==> config.mk <==
export PLATFORM = sky130hd
export DESIGN_NAME = frame_task_timer_table
export DESIGN_NICKNAME = d
export VERILOG_FILES = /design/src/ftt_pkg.sv /design/src/frame_task_timer_table.sv /design/src/ftt_ram.sv /design/src/ftt_ctrl.sv /design/src/ftt_dp.sv
export SDC_FILE = /design/constraint.sdc
export NUM_CORES = 2
export LEC_CHECK = 0
export CORE_MARGIN = 2
export CORE_UTILIZATION = 36
export CTS_CLUSTER_DIAMETER = 80
export CTS_CLUSTER_SIZE = 12
export DETAILED_ROUTE_END_ITERATION = 16
export DONT_BUFFER_PORTS = 1
export GPL_ROUTABILITY_DRIVEN = 0
export GPL_TIMING_DRIVEN = 0
export PLACE_DENSITY = 0.6
export RECOVER_POWER = 100
export SLEW_MARGIN = 0
export SYNTH_ARGS = -nofsm -noshare
export SYNTH_HDL_FRONTEND = slang
export SYNTH_HIERARCHICAL = 1
export SYNTH_SLANG_ARGS = --single-unit
export TNS_END_PERCENT = 5
==> constraint.sdc <==
create_clock -name clk -period 17.6 [get_ports clk]
set_input_delay 1.76 -clock clk [delete_from_list [all_inputs] [get_ports clk]]
set_output_delay 1.76 -clock clk [all_outputs]
set_load 0.02 [all_outputs]
==> src/ftt_pkg.sv <==
package ftt_pkg;

  localparam int SLOTS_DEFAULT = 16;

  localparam logic [30:0] FRAME_MAX = 31'h7FFF_FFFF;

  localparam logic [2:0] CMD_TICK        = 3'd0;
  localparam logic [2:0] CMD_ADD_ABS     = 3'd1;
  localparam logic [2:0] CMD_ADD_DELAY   = 3'd2;
  localparam logic [2:0] CMD_ADD_PER     = 3'd3;
  localparam logic [2:0] CMD_ADD_PER_LIM = 3'd4;

  localparam logic [2:0] KIND_FIRE     = 3'd0;
  localparam logic [2:0] KIND_DONE     = 3'd1;
  localparam logic [2:0] KIND_ACCEPTED = 3'd2;
  localparam logic [2:0] KIND_FULL     = 3'd3;
  localparam logic [2:0] KIND_ZERO_PER = 3'd4;

  typedef enum logic [1:0] {
    ST_IDLE,
    ST_INSERT,
    ST_SCAN,
    ST_DONE
  } state_t;

  typedef struct packed {
    logic        oneshot;
    logic [30:0] target;
    logic [15:0] period;
    logic [15:0] phase;
    logic [31:0] fire_index;
    logic [15:0] remaining;
    logic [7:0]  tag;
  } entry_t;

  localparam int ENTRY_W = $bits(entry_t);

  typedef struct packed {
    logic in_ready;
    logic latch;
    logic ins_go;
    logic scan_step;
    logic done_go;
  } ctrl_cmd_t;

  typedef struct packed {
    logic in_tick;
    logic in_insert;
    logic empty;
    logic out_free;
    logic need_out;
    logic last_slot;
  } dp_stat_t;

endpackage

==> src/frame_task_timer_table.sv <==
// Channel  Direction  tdata (low bit up)                                tuser  tlast
// s_axis   in         current_frame, frame_value, period, repeat_count,  cmd    -
//                     tag, zero pad
// m_axis   out        fired_tag, argument                               kind   last
//
// A tick visits the slot memory one live entry per cycle, unless the output stalls,
// through its single read port while survivors are written back compacted. Reset is
// synchronous and empties the table. A stalled output holds the scan only on a slot
// that fires.
module frame_task_timer_table #(
  parameter int SLOTS = ftt_pkg::SLOTS_DEFAULT
) (
  input  logic         clk,
  input  logic         rst,
  input  logic         s_axis_tvalid,
  output logic         s_axis_tready,
  input  logic [103:0] s_axis_tdata,  // current_frame, frame_value, period, repeat_count, tag
  input  logic [2:0]   s_axis_tuser,  // cmd
  output logic         m_axis_tvalid,
  input  logic         m_axis_tready,
  output logic [39:0]  m_axis_tdata,  // fired_tag, argument
  output logic [2:0]   m_axis_tuser,  // kind
  output logic         m_axis_tlast
);

  ftt_pkg::ctrl_cmd_t cmd;
  ftt_pkg::dp_stat_t  stat;

  ftt_ctrl u_ctrl (
    .clk     (clk),
    .rst     (rst),
    .in_valid(s_axis_tvalid),
    .stat    (stat),
    .cmd     (cmd)
  );

  ftt_dp #(
    .SLOTS(SLOTS)
  ) u_dp (
    .clk      (clk),
    .rst      (rst),
    .cmd      (cmd),
    .stat     (stat),
    .in_data  (s_axis_tdata),
    .in_user  (s_axis_tuser),
    .out_valid(m_axis_tvalid),
    .out_ready(m_axis_tready),
    .out_data (m_axis_tdata),
    .out_user (m_axis_tuser),
    .out_last (m_axis_tlast)
  );

  assign s_axis_tready = cmd.in_ready;

`ifndef SYNTHESIS
  a_no_overwrite: assert property (@(posedge clk) disable iff (rst)
    (cmd.ins_go || cmd.done_go || (cmd.scan_step && stat.need_out)) |-> stat.out_free)
    else $error("result pushed while output register is occupied");

  a_fire_not_last: assert property (@(posedge clk) disable iff (rst)
    (m_axis_tvalid && (m_axis_tuser == ftt_pkg::KIND_FIRE)) |-> !m_axis_tlast)
    else $error("fire result marked as last");

  a_ready_only_idle: assert property (@(posedge clk) disable iff (rst)
    s_axis_tready |-> !(cmd.scan_step || cmd.ins_go || cmd.done_go))
    else $error("input ready while a request is in progress");
`endif

endmodule

==> src/ftt_ram.sv <==
module ftt_ram #(
  parameter int WIDTH = 8,
  parameter int DEPTH = 16
) (
  input  logic                     clk,
  input  logic                     wr_en,
  input  logic [$clog2(DEPTH)-1:0] wr_addr,
  input  logic [WIDTH-1:0]         wr_data,
  input  logic [$clog2(DEPTH)-1:0] rd_addr,
  output logic [WIDTH-1:0]         rd_data
);

  logic [WIDTH-1:0] mem [DEPTH];

  always_ff @(posedge clk) begin
    if (wr_en) begin
      mem[wr_addr] <= wr_data;
    end
    rd_data <= mem[rd_addr];
  end

endmodule

==> src/ftt_ctrl.sv <==
module ftt_ctrl (
  input  logic              clk,
  input  logic              rst,
  input  logic              in_valid,
  input  ftt_pkg::dp_stat_t stat,
  output ftt_pkg::ctrl_cmd_t cmd
);

  ftt_pkg::state_t state;
  ftt_pkg::state_t state_next;

  always_ff @(posedge clk) begin
    if (rst) begin
      state <= ftt_pkg::ST_IDLE;
    end else begin
      state <= state_next;
    end
  end

  always_comb begin
    state_next = state;
    cmd        = '0;
    case (state)
      ftt_pkg::ST_IDLE: begin
        cmd.in_ready = 1'b1;
        if (in_valid) begin
          cmd.latch = 1'b1;
          if (stat.in_tick) begin
            state_next = stat.empty ? ftt_pkg::ST_DONE : ftt_pkg::ST_SCAN;
          end else if (stat.in_insert) begin
            state_next = ftt_pkg::ST_INSERT;
          end
        end
      end
      ftt_pkg::ST_INSERT: begin
        if (stat.out_free) begin
          cmd.ins_go = 1'b1;
          state_next = ftt_pkg::ST_IDLE;
        end
      end
      ftt_pkg::ST_SCAN: begin
        if (!stat.need_out || stat.out_free) begin
          cmd.scan_step = 1'b1;
          if (stat.last_slot) begin
            state_next = ftt_pkg::ST_DONE;
          end
        end
      end
      ftt_pkg::ST_DONE: begin
        if (stat.out_free) begin
          cmd.done_go = 1'b1;
          state_next = ftt_pkg::ST_IDLE;
        end
      end
      default: begin
        state_next = ftt_pkg::ST_IDLE;
      end
    endcase
  end

endmodule

==> src/ftt_dp.sv <==
module ftt_dp #(
  parameter int SLOTS = ftt_pkg::SLOTS_DEFAULT
) (
  input  logic                clk,
  input  logic                rst,
  input  ftt_pkg::ctrl_cmd_t  cmd,
  output ftt_pkg::dp_stat_t   stat,
  input  logic [103:0]        in_data,
  input  logic [2:0]          in_user,
  output logic                out_valid,
  input  logic                out_ready,
  output logic [39:0]         out_data,
  output logic [2:0]          out_user,
  output logic                out_last
);

  localparam int IW = $clog2(SLOTS);
  localparam int CW = $clog2(SLOTS + 1);

  logic [2:0]  cmd_q;
  logic [30:0] now_q;
  logic [30:0] fv_q;
  logic [15:0] period_q;
  logic [15:0] reps_q;
  logic [7:0]  tag_q;

  logic [IW-1:0] rptr;
  logic [CW-1:0] wptr;
  logic [CW-1:0] live_count;

  logic [IW-1:0]           rd_addr;
  logic [ftt_pkg::ENTRY_W-1:0] rd_raw;
  ftt_pkg::entry_t         cur;
  ftt_pkg::entry_t         upd;
  ftt_pkg::entry_t         ins_entry;
  logic                    wr_en;
  logic [IW-1:0]           wr_addr;
  ftt_pkg::entry_t         wr_entry;

  logic        fire;
  logic        remove;
  logic [15:0] phase_inc;
  logic        is_per;
  logic        zero_per;
  logic        full;
  logic        ins_ok;
  logic [2:0]  ins_kind;
  logic [31:0] sum;
  logic        push;
  logic [2:0]  push_kind;
  logic [7:0]  push_tag;
  logic [31:0] push_arg;
  logic        push_last;

  ftt_ram #(
    .WIDTH(ftt_pkg::ENTRY_W),
    .DEPTH(SLOTS)
  ) u_ram (
    .clk    (clk),
    .wr_en  (wr_en),
    .wr_addr(wr_addr),
    .wr_data(wr_entry),
    .rd_addr(rd_addr),
    .rd_data(rd_raw)
  );

  assign cur = ftt_pkg::entry_t'(rd_raw);

  always_comb begin
    upd       = cur;
    phase_inc = cur.phase + 16'd1;
    if (cur.oneshot) begin
      fire   = (cur.target <= now_q);
      remove = fire;
    end else begin
      fire   = (cur.phase == 16'd0);
      remove = fire && (cur.remaining == 16'd1);
      if (fire) begin
        upd.fire_index = cur.fire_index + 32'd1;
        if (cur.remaining != 16'd0) begin
          upd.remaining = cur.remaining - 16'd1;
        end
      end
      upd.phase = (phase_inc >= cur.period) ? 16'd0 : phase_inc;
    end
  end

  always_comb begin
    is_per   = (cmd_q == ftt_pkg::CMD_ADD_PER) || (cmd_q == ftt_pkg::CMD_ADD_PER_LIM);
    zero_per = is_per && (period_q == 16'd0);
    full     = (live_count == CW'(SLOTS));
    ins_ok   = !zero_per && !full;
    ins_kind = zero_per ? ftt_pkg::KIND_ZERO_PER :
               (full ? ftt_pkg::KIND_FULL : ftt_pkg::KIND_ACCEPTED);
    sum      = {1'b0, now_q} + {1'b0, fv_q};
    ins_entry            = '0;
    ins_entry.oneshot    = !is_per;
    ins_entry.target     = (cmd_q == ftt_pkg::CMD_ADD_ABS) ? fv_q :
                           (sum[31] ? ftt_pkg::FRAME_MAX : sum[30:0]);
    ins_entry.period     = period_q;
    ins_entry.remaining  = (cmd_q == ftt_pkg::CMD_ADD_PER_LIM) ? reps_q : 16'd0;
    ins_entry.tag        = tag_q;
  end

  always_comb begin
    if (cmd.ins_go) begin
      wr_en    = ins_ok;
      wr_addr  = live_count[IW-1:0];
      wr_entry = ins_entry;
    end else begin
      wr_en    = cmd.scan_step && !remove;
      wr_addr  = wptr[IW-1:0];
      wr_entry = upd;
    end
    if (cmd.latch) begin
      rd_addr = '0;
    end else if (cmd.scan_step) begin
      rd_addr = rptr + IW'(1);
    end else begin
      rd_addr = rptr;
    end
  end

  always_comb begin
    push      = cmd.ins_go || cmd.done_go || (cmd.scan_step && fire);
    push_kind = ftt_pkg::KIND_FIRE;
    push_tag  = 8'd0;
    push_arg  = 32'd0;
    push_last = 1'b1;
    if (cmd.ins_go) begin
      push_kind = ins_kind;
    end else if (cmd.done_go) begin
      push_kind = ftt_pkg::KIND_DONE;
    end else begin
      push_tag  = cur.tag;
      push_arg  = cur.oneshot ? 32'd0 : cur.fire_index;
      push_last = 1'b0;
    end
  end

  always_ff @(posedge clk) begin
    if (cmd.latch) begin
      cmd_q    <= in_user;
      now_q    <= in_data[30:0];
      fv_q     <= in_data[61:31];
      period_q <= in_data[77:62];
      reps_q   <= in_data[93:78];
      tag_q    <= in_data[101:94];
    end
    if (push) begin
      out_user <= push_kind;
      out_data <= {push_arg, push_tag};
      out_last <= push_last;
    end
  end

  always_ff @(posedge clk) begin
    if (rst) begin
      out_valid  <= 1'b0;
      live_count <= '0;
      rptr       <= '0;
      wptr       <= '0;
    end else begin
      if (push) begin
        out_valid <= 1'b1;
      end else if (out_ready) begin
        out_valid <= 1'b0;
      end
      if (cmd.latch) begin
        rptr <= '0;
        wptr <= '0;
      end else if (cmd.scan_step) begin
        rptr <= rptr + IW'(1);
        if (!remove) begin
          wptr <= wptr + CW'(1);
        end
      end
      if (cmd.ins_go && ins_ok) begin
        live_count <= live_count + CW'(1);
      end else if (cmd.done_go) begin
        live_count <= wptr;
      end
    end
  end

  always_comb begin
    stat.in_tick   = (in_user == ftt_pkg::CMD_TICK);
    stat.in_insert = (in_user == ftt_pkg::CMD_ADD_ABS) ||
                     (in_user == ftt_pkg::CMD_ADD_DELAY) ||
                     (in_user == ftt_pkg::CMD_ADD_PER) ||
                     (in_user == ftt_pkg::CMD_ADD_PER_LIM);
    stat.empty     = (live_count == '0);
    stat.out_free  = !out_valid || out_ready;
    stat.need_out  = fire;
    stat.last_slot = ((CW'(rptr) + CW'(1)) == live_count);
  end

endmodule

==> flow_summary.json <==
{
  "ctsHtreeMaxLevel": 4,
  "grt_pass1_wl_um": 331000,
  "dp_cells": 7635,
  "grt_pass1_vias": 44500,
  "critical_path_required_ns": 18.14,
  "clock_sinks": 2206,
  "fin_nets": 4873,
  "syn_area_sq_um": 85800,
  "synth-adder-area-share_pct": 1.29,
  "postCtsSetupBuffers": 0,
  "grt_antenna_before_repair": 37,
  "yosys_register_bits": 2206,
  "multi_input_area_sq_um": 19500,
  "p_per_area_nw_per_um2": 114,
  "initial_utilization_pct": 36.2,
  "setup_violations": 0,
  "violations": "max-capacitance violations, max-slew violations",
  "row_count": 179,
  "ir_drop_mv": 0.0882,
  "critPathCaptureType": "flop",
  "die_width_um": 492,
  "syn-num-nets": 4505,
  "core_sq_um": 237000,
  "cts_made_buffers": 203,
  "cts_tree": "built",
  "synth-warning-count": 6,
  "synthXorXnorAreaFrac_pct": 0.929,
  "ant_nets": 0,
  "status": "complete, but fails checks",
  "layout_common_cells": "edfxtp_1 (2069), mux4_2 (480), clkbuf_1 (446)",
  "cp-start-kind": "flop",
  "via_per_inst": 5.52,
  "finalClockSkew_ns": 0.0497,
  "fillers": 21200,
  "clk_pin_slew_worst_paths_ns": 0.07,
  "port_buffers": 0,
  "area_growth_pct": 12.2,
  "vias": 44200,
  "synth_cell_types": 78,
  "overflow": 0,
  "synthCells": 4306,
  "rsz0062_at_grt": "no",
  "hold_violations": 0,
  "drc": 0,
  "seq_area_sq_um": 64900,
  "worstSkewPairLatency_ns": 0.87,
  "drt-initial-drc-count": 5227,
  "drt_wl_total_um": 235000,
  "period_share_pct": 72.4,
  "yosys.area_share.simple_pct": 3.37,
  "worstMarginPinSlew_ns": 4.10,
  "async_reset_ff_share_pct": 0,
  "worst-setup-path-type": "reg2reg",
  "wl_per_cell_um": 29.3,
  "max-slew-margin-rel_pct": -174,
  "drv_cap": 78,
  "arrival_ns": 13.28,
  "final_cells": 8014,
  "drive_above_1_share_pct": 16.8,
  "crit_fanout": 22,
  "fp.dieH_um": 492,
  "cts-root-buf": "clkbuf_16",
  "p_leak_uw": 0.0296,
  "fmax_mhz": 78.5,
  "hp-class": "reg2reg",
  "cts_hold_buf": 0,
  "synth.area.mux_share_pct": 12.8,
  "cts_buffer_depth": 3,
  "post-route-util_pct": 40.6,
  "synth_top_family_by_area": "multiplexers",
  "die_area_sq_um": 242000,
  "synth-edff-count": 2069,
  "synth_top_flop_cell": "edfxtp_1",
  "synth_compound_area_share_pct": 4.40,
  "grtUsageTotal_pct": 19.1,
  "yosysSeqAreaShare_pct": 75.6,
  "ctsResizeCount": 0,
  "dr.pass1.iters": 6,
  "period_minus_slack_ns": 12.74,
  "syn_area_per_cell_sq_um": 19.9,
  "layout_commonest_cell": "edfxtp_1",
  "grt_start_max_net_pins": 66,
  "slew_violations": 1404,
  "pin_count": 157,
  "dpl.hpwl_um": 153000
}
## routing by layer
metal	GRT usage [%]	part of all wire, %	up-vias
met2	30.6	47	1972
met5	0	0.11	-
met1	25.8	40	23400
met4	6.40	3.7	44
li1	-	-	18400
met3	4.24	8.8	415
## kinds of logic (layout without fill, tap and decap cells)
| family | count (synthesis) | after routing |
|---|---|---|
| compound gates | 535 | 535 |
| xor+xnor | 91 | 91 |
| fa+ha+maj | 88 | 88 |
| buf+inv | 308 | 843 |
| flops | 2206 | 2206 |
| mux | 497 | 497 |
| other cells | 0 | 6 |
| simple gates | 581 | 581 |
## worst paths after layout
check                                    start               endpoint  slack (ns)  cells after the start
worst max-delay path            u_dp/now_q[30]  u_dp/u_ram/mem[6][38]        4.86                     24
worst min-delay path              u_dp/wptr[4]     u_dp/live_count[4]        0.56                      2
worst max register to register  u_dp/now_q[30]  u_dp/u_ram/mem[6][38]        4.86                     24
worst min register to register    u_dp/wptr[4]     u_dp/live_count[4]        0.56                      2
## where the power goes
| part | internal, uW | switching [uW] | leakage [uW] |
|---|---|---|---|
| logic | 225 | 531 | 0.00686 |
| registers | 6040 | 87.6 | 0.0199 |
| clock network | 2180 | 1890 | 0.00280 |
## per-stage QoR
step                instance area [sq um]  setup slack (ns)  hold slack, ns  TNS [ns]  total power (uW)
finish                              96300              4.86           0.564         0             11000
global route                        96300              4.56           0.578         0             11300
CTS                                 98500              9.47           0.561         0             11100
detailed placement                  92600              9.51           0.549         0              7010
global placement                    89800             -9.63           0.532  -6462.89              6990
floorplan                           85800              4.92           0.489         0              6700
## area by class of cell
class                           count  area share [%]
Timing Repair Buffer              163           0.764
Buffer                            213            1.05
Antenna cell                        6          0.0156
Sequential cell                  2206            67.4
Inverter                           95           0.370
Clock inverter                     17           0.223
Multi-Input combinational cell   1792            20.2
Tap cell                         3167            4.11
Clock buffer                      355            5.89
## sequential cells by signal (all words and copies together) (netlist names)
register,count
u_dp/u_ram/rd_data,120
u_dp/rptr,4
u_dp/tag_q,8
u_dp/reps_q,16
u_dp/out_user,3
u_dp/live_count,5
u_ctrl/state,2
u_dp/out_data,40
u_dp/out_valid,1
u_dp/period_q,16
u_dp/u_ram/mem,1920
u_dp/cmd_q,3
u_dp/out_last,1
u_dp/fv_q,31
u_dp/wptr,5
u_dp/now_q,31
## worst max-delay path, cell delays in order, from the launching register on
cell	delay, ns
edfxtp_1	0.52
inv_1	0.10
ha_1	0.33
nand4_1	0.28
nor4_1	1.27
o21ai_0	0.26
a211o_1	0.47
clkbuf_4	0.17
inv_1	0.06
o21ai_0	0.08
nor2_1	0.11
clkbuf_1	0.50
o41ai_1	0.18
clkbuf_1	0.32
nor3b_1	0.25
o21ai_0	0.29
nand2_1	0.26
inv_1	0.06
o21ai_0	0.38
nand3b_1	0.31
nor2_1	1.69
clkbuf_1	1.31
clkbuf_1	1.36
clkbuf_1	1.44
buf_12	0.29
## synth_stat cells (49+ instances only)
master       n  share of area, %
clkbuf_1   126              0.55
inv_1       95              0.42
dfxtp_1    137               3.2
mux4_2     480                13
edfxtp_1  2069                72
nor2_1      99              0.43
a21oi_1     58              0.34
ha_1        87               1.3
and2_1      49              0.36
o21ai_0     92              0.54
a22oi_1    240               2.1
nand2_1    210              0.92
Power figures use the tool's default switching activity.
